==> config.mk <==
export PLATFORM = sky130hd
export DESIGN_NAME = mount_command_frame_parser
export DESIGN_NICKNAME = d
export VERILOG_FILES = /design/src/sv/mcfp_pkg.sv /design/src/sv/mcfp_front.sv /design/src/sv/mcfp_queue.sv /design/src/sv/mcfp_back.sv /design/src/sv/mount_command_frame_parser.sv
export SDC_FILE = /design/constraint.sdc
export NUM_CORES = 1
export LEC_CHECK = 0
export ABC_AREA = 1
export BUFFER_PORTS_ARGS = -buffer_cell sky130_fd_sc_hd__clkbuf_2
export CORE_UTILIZATION = 62
export CTS_CLUSTER_SIZE = 16
export DETAILED_ROUTE_END_ITERATION = 8
export GPL_TIMING_DRIVEN = 0
export HOLD_SLACK_MARGIN = 0.1
export PLACE_DENSITY = 0.79
export SKIP_CTS_REPAIR_TIMING = 1
export SLEW_MARGIN = 20
export SYNTH_ARGS = -nofsm -noshare
export SYNTH_HDL_FRONTEND = slang
export SYNTH_SLANG_ARGS = --single-unit
==> constraint.sdc <==
create_clock -name i_clk -period 3.6 [get_ports i_clk]
set_clock_uncertainty 0.15 [all_clocks]
set_input_delay 0.72 -clock i_clk [delete_from_list [all_inputs] [get_ports i_clk]]
set_output_delay 0.72 -clock i_clk [all_outputs]
set_load 0.005 [all_outputs]
==> src/sv/mcfp_pkg.sv <==
`default_nettype none

package mcfp_pkg;

    localparam int PAYLOAD_MAX  = 16;
    localparam int RESULT_LIMIT = 16;
    localparam int PAYLOAD_CAP  = (PAYLOAD_MAX < RESULT_LIMIT) ? PAYLOAD_MAX : RESULT_LIMIT;
    localparam int PIDX_W       = (PAYLOAD_CAP > 1) ? $clog2(PAYLOAD_CAP) : 1;
    localparam int PLEN_W       = PIDX_W + 1;

    localparam logic [4:0] CODE_NONE    = 5'd0;
    localparam logic [4:0] CODE_ACK     = 5'd1;
    localparam logic [4:0] CODE_SR      = 5'd16;
    localparam logic [4:0] CODE_SD      = 5'd17;
    localparam logic [4:0] CODE_UNKNOWN = 5'd18;

    localparam logic [7:0] CHAR_ACK   = 8'h06;
    localparam logic [7:0] CHAR_START = 8'h3A;
    localparam logic [7:0] CHAR_END   = 8'h23;
    localparam logic [7:0] CHAR_PLUS  = 8'h2B;
    localparam logic [7:0] CHAR_COLON = 8'h3A;

    typedef struct packed {
        logic [4:0]        code;
        logic [PLEN_W-1:0] len;
        logic              trunc;
    } t_job;

    typedef struct packed {
        logic              we;
        logic [PIDX_W-1:0] addr;
        logic [7:0]        data;
    } t_pwr;

    typedef struct packed {
        logic [1:0] len;
        logic [7:0] c0;
        logic [7:0] c1;
        logic [7:0] c2;
        logic [4:0] code;
    } t_type_entry;

    localparam t_type_entry TYPE_TABLE [16] = '{
        '{2'd2, "G", "R", 8'h00, 5'd2},  '{2'd2, "G", "D", 8'h00, 5'd3},
        '{2'd3, "G", "V", "P",   5'd4},  '{2'd3, "G", "V", "N",   5'd5},
        '{2'd3, "G", "V", "D",   5'd6},  '{2'd3, "G", "V", "T",   5'd7},
        '{2'd2, "G", "g", 8'h00, 5'd8},  '{2'd2, "G", "t", 8'h00, 5'd9},
        '{2'd2, "G", "C", 8'h00, 5'd10}, '{2'd2, "G", "L", 8'h00, 5'd11},
        '{2'd2, "G", "G", 8'h00, 5'd12}, '{2'd1, "D", 8'h00, 8'h00, 5'd13},
        '{2'd2, "G", "W", 8'h00, 5'd14}, '{2'd1, "Q", 8'h00, 8'h00, 5'd15},
        '{2'd2, "S", "r", 8'h00, 5'd16}, '{2'd2, "S", "d", 8'h00, 5'd17}
    };

    function automatic logic [4:0] classify(input logic [7:0] c0, input logic [7:0] c1,
                                            input logic [7:0] c2, input logic [2:0] len);
        logic [4:0] code;
        logic       hit;
        code = CODE_UNKNOWN;
        for (int i = 0; i < 16; i++) begin
            hit = ({1'b0, TYPE_TABLE[i].len} == len) && (c0 == TYPE_TABLE[i].c0) &&
                  ((len < 3'd2) || (c1 == TYPE_TABLE[i].c1)) &&
                  ((len < 3'd3) || (c2 == TYPE_TABLE[i].c2));
            if (hit) begin
                code = TYPE_TABLE[i].code;
            end
        end
        return code;
    endfunction

endpackage

`default_nettype wire

==> src/sv/mcfp_front.sv <==
`default_nettype none

module mcfp_front (
    input  wire logic            i_clk,
    input  wire logic            i_rst_n,
    input  wire logic            i_valid,
    input  wire logic [7:0]      i_byte,
    input  wire logic            i_end,
    input  wire logic            i_full,
    output logic                 o_ready,
    output mcfp_pkg::t_pwr       o_pwr,
    output logic                 o_push,
    output mcfp_pkg::t_job       o_job
);
    import mcfp_pkg::*;

    logic              r_collecting, n_collecting;
    logic              r_have, n_have;
    logic              r_ack, n_ack;
    logic [7:0]        r_type_chars [3];
    logic [2:0]        r_type_len, n_type_len;
    logic              r_closed, n_closed;
    logic [PLEN_W-1:0] r_plen, n_plen;
    logic              r_ovf, n_ovf;
    logic [4:0]        r_found, n_found;
    logic              fire;
    logic              tc_we;
    logic              add;

    assign o_ready = !i_full;
    assign fire    = i_valid && o_ready;

    always_comb begin
        n_collecting = r_collecting;
        n_have       = r_have;
        n_ack        = r_ack;
        n_type_len   = r_type_len;
        n_closed     = r_closed;
        n_plen       = r_plen;
        n_ovf        = r_ovf;
        n_found      = r_found;
        tc_we        = 1'b0;
        add          = 1'b0;
        if (i_byte == CHAR_ACK) begin
            n_ack = 1'b1;
        end
        if (!r_have) begin
            if (!r_collecting) begin
                if (i_byte == CHAR_START) begin
                    n_collecting = 1'b1;
                    n_type_len   = 3'd0;
                    n_closed     = 1'b0;
                    n_plen       = '0;
                    n_ovf        = 1'b0;
                end
            end else if (i_byte == CHAR_END) begin
                n_collecting = 1'b0;
                n_have       = 1'b1;
                n_found      = classify(r_type_chars[0], r_type_chars[1], r_type_chars[2],
                                        r_type_len);
            end else if (!r_closed) begin
                if (i_byte >= CHAR_PLUS && i_byte <= CHAR_COLON) begin
                    n_closed = 1'b1;
                    add      = 1'b1;
                end else if (r_type_len < 3'd4) begin
                    tc_we      = (r_type_len < 3'd3);
                    n_type_len = r_type_len + 3'd1;
                end
            end else begin
                add = 1'b1;
            end
        end
        o_pwr.we   = 1'b0;
        o_pwr.addr = r_plen[PIDX_W-1:0];
        o_pwr.data = i_byte;
        if (add) begin
            if (r_plen < PLEN_W'(PAYLOAD_CAP)) begin
                o_pwr.we = fire;
                n_plen   = r_plen + PLEN_W'(1);
            end else begin
                n_ovf = 1'b1;
            end
        end
    end

    always_comb begin
        o_push      = fire && i_end;
        o_job.code  = n_found;
        o_job.len   = '0;
        o_job.trunc = 1'b0;
        if (n_ack) begin
            o_job.code = CODE_ACK;
        end else if (!n_have) begin
            o_job.code = CODE_NONE;
        end else if (n_found == CODE_SR || n_found == CODE_SD) begin
            o_job.len   = n_plen;
            o_job.trunc = n_ovf;
        end
    end

    always_ff @(posedge i_clk) begin
        if (fire && tc_we) begin
            r_type_chars[r_type_len[1:0]] <= i_byte;
        end
    end

    always_ff @(posedge i_clk) begin
        if (!i_rst_n || (fire && i_end)) begin
            r_collecting <= 1'b0;
            r_have       <= 1'b0;
            r_ack        <= 1'b0;
            r_type_len   <= 3'd0;
            r_closed     <= 1'b0;
            r_plen       <= '0;
            r_ovf        <= 1'b0;
            r_found      <= CODE_NONE;
        end else if (fire) begin
            r_collecting <= n_collecting;
            r_have       <= n_have;
            r_ack        <= n_ack;
            r_type_len   <= n_type_len;
            r_closed     <= n_closed;
            r_plen       <= n_plen;
            r_ovf        <= n_ovf;
            r_found      <= n_found;
        end
    end

endmodule

`default_nettype wire

==> src/sv/mcfp_queue.sv <==
`default_nettype none

module mcfp_queue (
    input  wire logic                       i_clk,
    input  wire logic                       i_rst_n,
    input  wire mcfp_pkg::t_pwr             i_pwr,
    input  wire logic                       i_push,
    input  wire mcfp_pkg::t_job             i_job,
    input  wire logic                       i_pop,
    input  wire logic [mcfp_pkg::PIDX_W-1:0] i_rd_idx,
    output logic                            o_full,
    output logic                            o_head_valid,
    output mcfp_pkg::t_job                  o_head,
    output logic [7:0]                      o_rd_data
);
    import mcfp_pkg::*;

    logic [7:0] r_mem [2][PAYLOAD_CAP];
    t_job       r_jobs [2];
    logic       r_wr_ptr;
    logic       r_rd_ptr;
    logic [1:0] r_count;
    logic [7:0] r_rd_data;

    assign o_full       = (r_count == 2'd2);
    assign o_head_valid = (r_count != 2'd0);
    assign o_head       = r_jobs[r_rd_ptr];
    assign o_rd_data    = r_rd_data;

    always_ff @(posedge i_clk) begin
        if (i_pwr.we) begin
            r_mem[r_wr_ptr][i_pwr.addr] <= i_pwr.data;
        end
        r_rd_data <= r_mem[r_rd_ptr][i_rd_idx];
        if (i_push) begin
            r_jobs[r_wr_ptr] <= i_job;
        end
    end

    always_ff @(posedge i_clk) begin
        if (!i_rst_n) begin
            r_wr_ptr <= 1'b0;
            r_rd_ptr <= 1'b0;
            r_count  <= 2'd0;
        end else begin
            if (i_push) begin
                r_wr_ptr <= !r_wr_ptr;
            end
            if (i_pop) begin
                r_rd_ptr <= !r_rd_ptr;
            end
            if (i_push && !i_pop) begin
                r_count <= r_count + 2'd1;
            end else if (i_pop && !i_push) begin
                r_count <= r_count - 2'd1;
            end
        end
    end

endmodule

`default_nettype wire

==> src/sv/mcfp_back.sv <==
`default_nettype none

module mcfp_back (
    input  wire logic                        i_clk,
    input  wire logic                        i_rst_n,
    input  wire logic                        i_head_valid,
    input  wire mcfp_pkg::t_job              i_head,
    input  wire logic [7:0]                  i_rd_data,
    input  wire logic                        i_ready,
    output logic                             o_pop,
    output logic [mcfp_pkg::PIDX_W-1:0]      o_rd_idx,
    output logic                             o_valid,
    output logic [15:0]                      o_data,
    output logic                             o_last
);
    import mcfp_pkg::*;

    typedef enum logic [1:0] {
        S_IDLE,
        S_READ,
        S_SEND
    } t_state;

    t_state            r_state;
    logic [PIDX_W-1:0] r_idx;
    logic              r_valid;
    logic [15:0]       r_data;
    logic              r_last;
    logic              load;
    logic              more;
    logic              has_payload;

    assign has_payload = (i_head.len != '0);
    assign more        = has_payload && (({1'b0, r_idx} + PLEN_W'(1)) != i_head.len);
    assign load        = (r_state == S_SEND) && (!r_valid || i_ready);
    assign o_pop       = load && !more;
    assign o_rd_idx    = r_idx;
    assign o_valid     = r_valid;
    assign o_data      = r_data;
    assign o_last      = r_last;

    always_ff @(posedge i_clk) begin
        if (!i_rst_n) begin
            r_state <= S_IDLE;
            r_idx   <= '0;
            r_valid <= 1'b0;
            r_data  <= '0;
            r_last  <= 1'b0;
        end else begin
            if (load) begin
                r_valid <= 1'b1;
            end else if (i_ready) begin
                r_valid <= 1'b0;
            end
            case (r_state)
                S_IDLE: begin
                    r_idx <= '0;
                    if (i_head_valid) begin
                        r_state <= S_READ;
                    end
                end
                S_READ: begin
                    r_state <= S_SEND;
                end
                S_SEND: begin
                    if (load) begin
                        r_last  <= !more;
                        r_data  <= {1'b0, i_head.trunc, has_payload,
                                    has_payload ? i_rd_data : 8'h00, i_head.code};
                        if (more) begin
                            r_idx   <= r_idx + PIDX_W'(1);
                            r_state <= S_READ;
                        end else begin
                            r_state <= S_IDLE;
                        end
                    end
                end
                default: begin
                    r_state <= S_IDLE;
                end
            endcase
        end
    end

endmodule

`default_nettype wire

==> src/sv/mount_command_frame_parser.sv <==
// Command frame parser for a mount serial link. Message bytes enter on the slave
// stream, one transaction per byte, with tlast on the final byte of a message; the
// front parser takes one byte per cycle. At message end the first complete ':'...'#'
// command is classified and queued together with its payload, which is stored in one
// of two payload banks, so the parser keeps taking the next message while the previous
// one drains; it stalls only when both banks hold undelivered messages. The drain
// sequencer picks up each queued message in its idle state, then for each result reads
// the payload memory and loads the output register, waiting while the output stalls.
// A message yields one result for most commands, up to PAYLOAD_CAP results for Sr
// and Sd payloads. No clearing pass follows reset.
`default_nettype none

module mount_command_frame_parser (
    input  wire logic        i_clk,
    input  wire logic        i_rst_n,
    input  wire logic        s_axis_tvalid,
    output logic             s_axis_tready,
    input  wire logic [7:0]  s_axis_tdata,  // [7:0] rx_byte
    input  wire logic        s_axis_tlast,
    output logic             m_axis_tvalid,
    input  wire logic        m_axis_tready,
    output logic [15:0]      m_axis_tdata,  // [4:0] cmd_code, [12:5] payload_byte,
                                            // [13] payload_valid, [14] payload_truncated
    output logic             m_axis_tlast
);
    import mcfp_pkg::*;

    t_pwr              pwr;
    t_job              job;
    t_job              head;
    logic              push;
    logic              pop;
    logic              full;
    logic              head_valid;
    logic [PIDX_W-1:0] rd_idx;
    logic [7:0]        rd_data;

    mcfp_front u_front (
        .i_clk   (i_clk),
        .i_rst_n (i_rst_n),
        .i_valid (s_axis_tvalid),
        .i_byte  (s_axis_tdata),
        .i_end   (s_axis_tlast),
        .i_full  (full),
        .o_ready (s_axis_tready),
        .o_pwr   (pwr),
        .o_push  (push),
        .o_job   (job)
    );

    mcfp_queue u_queue (
        .i_clk        (i_clk),
        .i_rst_n      (i_rst_n),
        .i_pwr        (pwr),
        .i_push       (push),
        .i_job        (job),
        .i_pop        (pop),
        .i_rd_idx     (rd_idx),
        .o_full       (full),
        .o_head_valid (head_valid),
        .o_head       (head),
        .o_rd_data    (rd_data)
    );

    mcfp_back u_back (
        .i_clk        (i_clk),
        .i_rst_n      (i_rst_n),
        .i_head_valid (head_valid),
        .i_head       (head),
        .i_rd_data    (rd_data),
        .i_ready      (m_axis_tready),
        .o_pop        (pop),
        .o_rd_idx     (rd_idx),
        .o_valid      (m_axis_tvalid),
        .o_data       (m_axis_tdata),
        .o_last       (m_axis_tlast)
    );

endmodule

`default_nettype wire

==> results of run 1 <==
-- metrics by stage --
stage               cells  setup TNS, ns  hold WS (ns)  worst slack [ns]  area, µm²
CTS                  1717         -35.67         0.308            -0.467      16600
global placement     1651        -197.40         0.287             -1.10      15400
detailed placement   1654        -158.74         0.300            -0.962      15500
finish               1724              0         0.307             0.176      16900
global route         1724              0         0.332            0.0238      16900
floorplan            1302              0         0.275             0.573      14800
-- layer usage --
layer / global-route usage, % / up-vias / wire (µm)
met5: 0 / - / 98
met4: 14.6 / 4 / 1940
met3: 9.08 / 169 / 5950
met2: 52.8 / 835 / 19200
met1: 44.6 / 5255 / 14400
li1: - / 4871 / -
-- sequential cells by signal (all words and copies together) (netlist names), 3 cells and up, named ones only --
register,count
u_back.o_rd_idx,4
u_front.r_found,5
u_front.r_plen,5
u_back.o_data,15
u_front.r_type_len,3
u_front.r_type_chars,24
u_queue.r_mem,256
u_queue.r_jobs,22
u_queue.o_rd_data,8
-- cells by family after synthesis --
kind of cell	after synthesis	share of synthesized area (%)
AO/OA/AOI/OAI	315	12.9
XOR/XNOR	9	0.531
adder cells (fa/ha/maj)	11	0.928
buffers and inverters	155	3.96
flip-flops	356	68.4
other	1	0.0253
AND/OR/NAND/NOR	455	13.2
-- power by group through the flow --
stage,logic [mW],clock network (mW),registers (mW)
floorplan,0.424,0,4.66
global placement,0.747,0,4.66
detailed placement,0.775,0,4.67
CTS,0.786,3.50,4.58
global route,0.876,3.67,4.59
finish,0.842,3.53,4.58
-- layout by cell type, fill, tap and decap left out, drive strengths merged --
master    instances
edfxtp          302
nor2            227
o21ai           170
clkbuf          142
nand2           131
inv              83
dfxtp            54
o221ai           48
nand3            42
a21oi            39
nor3             33
o22ai            16
buf              16
a31oi            15
clkinv           13
ha               11
a32oi             8
xor2              7
o211ai            7
or2               7
nand4             6
a211oi            5
a22oi             3
clkinvlp          3
nor4              3
xnor2             2
o31ai             2
nand3b            2
and2              2
nor4b             1
a41oi             1
nor2b             1
a21o              1
conb              1
bufinv            1
-- worst min-delay path by stage --
stage	to	slack, ns
2_1_floorplan	register	0.28
3_3_place_gp	u_queue.r_rd_ptr$_SDFFE_PN0P_	0.29
3_5_place_dp	register	0.30
4_1_cts	register	0.31
5_1_grt	u_back.o_data[12]$_SDFFE_PN0P_	0.33
6_report	u_queue.r_rd_ptr$_SDFFE_PN0P_	0.31
-- cell type report --
type / count / area share, %
Tap cell: 319 / 2.36
Inverter: 87 / 1.95
Clock buffer: 50 / 5.94
Multi-Input combinational cell: 791 / 25.7
Clock inverter: 13 / 0.525
Buffer: 67 / 1.52
Timing Repair Buffer: 41 / 2.08
Sequential cell: 356 / 60.0
-- worst max-delay path: cells and delay by family, from the launching register on --
family                 cells  cell delay (ns)
AO/OA/AOI/OAI              2             0.72
buffers and inverters      3             1.59
AND/OR/NAND/NOR            2             0.31
flip-flops                 1             0.50
==> impl_results.md, run 1 <==
* FF-to-FF End: u_queue.o_rd_data[5]$_DFF_P_
* Synth cell types at 48
* Pwr/cell area at 529 mW/mm²
* Core ar. at 0.0235 mm²
* Avg Cell Area, Syn at 11.4 µm²
* GRT overflow at 0
* Post-synthesis async set-or-reset flop share at 0%
* Root Driver: clkbuf_16
* Worst Setup EP: u_queue.o_rd_data[5]$_DFF_P_
* Most frequent cell after synthesis: edfxtp_1
* Final core occ at 72.1%
* Hold Path Cell Cnt at 1
* Slew margin rel. at 33.8%
* Final setup fails at 0
* Cell count after synthesis at 1302
* Worst hold path class: register to register
* Worst r2r path cells at 7
* Register share of total power at 51.2%
* Clk pwr share at 39.4%
* RSZ-0062 raised after global routing: false
* H-tree levels at 2
* Worst ir drop on vdd at 0.000536 V
* Crit path max fanout at 10
* Antenna cells at 0
* Initial antenna violation count at 0
* Initial Util at 63.2%
* Post-DRT Antenna Nets at 0
* Ys Warns at 0
* CTS tree: done
* FMAX at 0.292 GHz
* Die area at 0.0245 mm²
* Switching part of the total power at 24.5%
* Tot Pwr at 8.96 mW
* Final #Nets at 1404
* Worst path max stage delay at 0.68 ns
* Layout area overhead at 14.1%
* CP max stage cell: clkbuf_1
* Port bufs at 30
* Post-synth top flop: edfxtp_1
* Fill cells at 1536
* Count of final max-slew check failures at 0
* Num rows at 56
* Data required time at the worst endpoint at 3.81 ns
* Reg clk slew, reported paths at 0.06 ns
* CTS Buf Count at 36
* Worst reg-to-reg setup slack at 0.18 ns
* Residual DRC at 0
* Number of synthesized flops with an enable pin at 302
* Vias at 11.1k
* Critical path launch point type: register
* HP Start: u_queue.r_rd_ptr$_SDFFE_PN0P_
* Yosys top cell by area: edfxtp_1
* Die Height at 157 µm
* Yosys top cell area share at 61.1%
* CP cell instances: buf_2, clkbuf_1, clkbuf_1, nor2_1, o221ai_1, nand3_1, a32oi_1
* First drt pass iteration count at 8
* Register area at 0.0101 mm²
* Die width at 157 µm
* Register area share after synthesis at 68.4%
* I/O pin cnt at 32
* Top post-synthesis cells by count: 302 x edfxtp_1, 216 x nor2_1, 164 x o21ai_0, 123 x nand2_1, 77 x inv_1
* Crit-path most repeated cell: clkbuf_1
* Worst slew pin tran at 0.992 ns
* Status: finished, final reports clean
* First-pass GRT wire length at 59.6 mm
* #FFs+latches synth at 356
* Final WL at 41.6 mm
* Max clock buf depth at 3
* Setup crit end kind: register
* DR vias/cell at 6.46
* Multi-input logic area at 0.00434 mm²
* Average wire per standard cell at 24.1 µm
* Final Cycle Share at 95.1%
* Crit Path Category: register to register
* Vias in the first global route at 10.2k
* Max-cap violations at 0
* Syn_nets at 1326
* Starting DRC count in detailed routing at 1616
* CP Data Arrival Time at 3.63 ns
* Net Sw Power at 2.19 mW
* Cell-internal power at 6.77 mW
* Layout cells sized above 1 at 11.9%
* Post-route minimum period at 3.42 ns
* Ranking of synthesized cells by area: edfxtp_1 61%, dfxtp_1 7.3%, o21ai_0 5.5%
* Final Hold Vio Count at 0
* Static Leak at 5.88 nW
* GRT Overall Usage at 33.7%
* Largest net degree at the start of global routing at 40
* Combinational group share of total power at 9.4%
* Clk Latency, worst-skew pair at 0.53 ns
* Post-Syn Area at 0.0148 mm²
* Post-detail-place hpwl at 26.0 mm
* Clock Sink Count at 356
* Placer Congestion at 1.02
Power figures use the tool's default switching activity.
==> run 2, diff against run 1 <==
CTS_BUF_LIST = sky130_fd_sc_hd__clkbuf_4 sky130_fd_sc_hd__clkbuf_8 sky130_fd_sc_hd__clkbuf_16   (was unset)
==> impl_results.md, run 2 (same netlist as run 1, synthesis figures left out) <==
* Setup Total Neg Slack at 0 ns (unchanged)
* Die width at 157 µm (unchanged)
* GRT overflow at 0 (unchanged)
* Vias in the first global route at 10.2k (-0.26%)
* CP Data Arrival Time at 3.48 ns (-0.15 ns)
* M3 GR Usage at 8.67% (-0.42 points)
* Most common cell after layout, fill and taps aside: edfxtp_1
* Port bufs at 30 (unchanged)
* Final setup fails at 0 (unchanged)
* Static Leak at 5.92 nW (+0.67%)
* Status: finished, final reports clean
* CTS Buf Count at 36 (unchanged)
* Crit path max fanout at 10 (unchanged)
* Commonest non-fill, non-tap cells in the layout: 302 x edfxtp_1, 207 x nor2_1, 164 x o21ai_0
* Initial Util at 63.2% (unchanged)
* Placer Congestion at 1.02 (unchanged)
* Final Hold Vio Count at 0 (unchanged)
* Final #Nets at 1405 (+0.071%)
* Data required time at the worst endpoint at 3.58 ns (-0.23 ns)
* Critical path launch point type: register
* Worst ir drop on vdd at 0.000532 V (-0.76%)
* Tot Pwr at 9.02 mW (+0.70%)
* First-pass GRT wire length at 59.7 mm (+0.20%)
* Core ar. at 0.0235 mm² (unchanged)
* FMAX at 0.286 GHz (-2.1%)
* Max-cap violations at 0 (unchanged)
* Residual DRC at 0 (unchanged)
* Starting DRC count in detailed routing at 1715 (+6.1%)
* Max clock buf depth at 3 (unchanged)
* Crit Path Category: register to register
* Min Hold Slack at 0.305 ns (-0.00236 ns)
* Reg clk slew, reported paths at 0.06 ns (about the same)
* Count of final max-slew check failures at 0 (unchanged)
* Slew margin rel. at 32.9% (-1.0 points)
* Grt peak-use layer: met2
* Die Height at 157 µm (unchanged)
* Initial antenna violation count at 0 (unchanged)
* RSZ-0062 raised after global routing: false
* Average wire per standard cell at 24.1 µm (-0.27%)
* Final Cycle Share at 97.1% (+2.0 points)
* Pwr/cell area at 531 mW/mm² (+0.31%)
* DR vias/cell at 6.49 (+0.46%)
* Final WL at 41.5 mm (-0.16%)
* Root Driver: clkbuf_16
* Met1 track demand over resource at 44.9% (+0.29 points)
* Largest net degree at the start of global routing at 40 (unchanged)
* Num rows at 56 (unchanged)
* First drt pass iteration count at 7 (-1)
* Die area at 0.0245 mm² (unchanged)
* Largest Register: u_queue.r_mem
* Worst slew pin tran at 1.01 ns (+0.0150 ns)
* H-tree levels at 2 (unchanged)
* Max reg flops at 256 (unchanged)
* Clk Latency, worst-skew pair at 0.53 ns (about the same)
* I/O pin cnt at 32 (unchanged)
* Clock Sink Count at 356 (unchanged)
* Post-route minimum period at 3.50 ns (+0.0732 ns)
* Layout cells sized above 1 at 12.7% (+0.77 points)
* Layout area overhead at 14.5%
* Grt met2 use at 53.0% (+0.17 points)
* CTS tree: done
* Setup crit end kind: register
* Vias at 11.2k (+0.57%)
* Worst hold path class: register to register
* GRT Overall Usage at 33.7% (about the same)
* Post-detail-place hpwl at 26.0 mm (unchanged)
* Post-DRT Antenna Nets at 0 (unchanged)
run 2: changes by cell type in the layout (fill, tap and decap cells not counted), sizes merged:
cell | before | now
diode | 0 | 1
buf | 16 | 17
run 2: final cells by class:
type | instances | area [µm²]
multi-input combinational | 791 | 4350
antenna | 1 | 2.50
buffer | 67 | 258
sequential | 356 | 10100
clock inverter | 13 | 88.8
tap | 319 | 399
fill | 1517 | 6480
inverter | 87 | 330
clock buffer | 50 | 1040
timing repair buffer | 42 | 373
run 2: power by group:
group / internal (mW) / total [mW] / switching, mW
clock: 2.09 / 3.60 / 1.50
sequential: 4.54 / 4.58 / 0.0447
combinational: 0.209 / 0.841 / 0.632
run 2: final timing paths:
path         cells past startpoint                           from                            end  slack (ns)
min                              1  u_queue.r_rd_ptr$_SDFFE_PN0P_  u_queue.r_rd_ptr$_SDFFE_PN0P_        0.30
min reg2reg                      1  u_queue.r_rd_ptr$_SDFFE_PN0P_  u_queue.r_rd_ptr$_SDFFE_PN0P_        0.30
max                              3  u_queue.r_wr_ptr$_SDFFE_PN0P_  u_queue.r_mem[1][6]$_DFFE_PP_        0.10
max reg2reg                      3  u_queue.r_wr_ptr$_SDFFE_PN0P_  u_queue.r_mem[1][6]$_DFFE_PP_        0.10
run 2: metal layers:
metal  routed length, µm  share of wire, %
met3                5740                14
met4                2040               4.9
met1               14600                35
met2               19100                46
met5                   0                 0
run 2: through the flow:
step	area (µm²)	setup slack (ns)	utilization, %	cells
detailed placement	15500	-0.962	66.0	1654
global route	17000	0.0439	72.4	1725
global placement	15400	-1.10	65.5	1651
floorplan	14800	0.573	-	1302
CTS	16600	-0.463	70.9	1717
finish	17000	0.103	72.4	1726
run 2: worst max-delay path, stage by stage (launching register included):
cell and delay [ns]:
dfxtp_1 0.91, clkinvlp_4 0.70, clkbuf_1 0.56, nor2_1 0.79
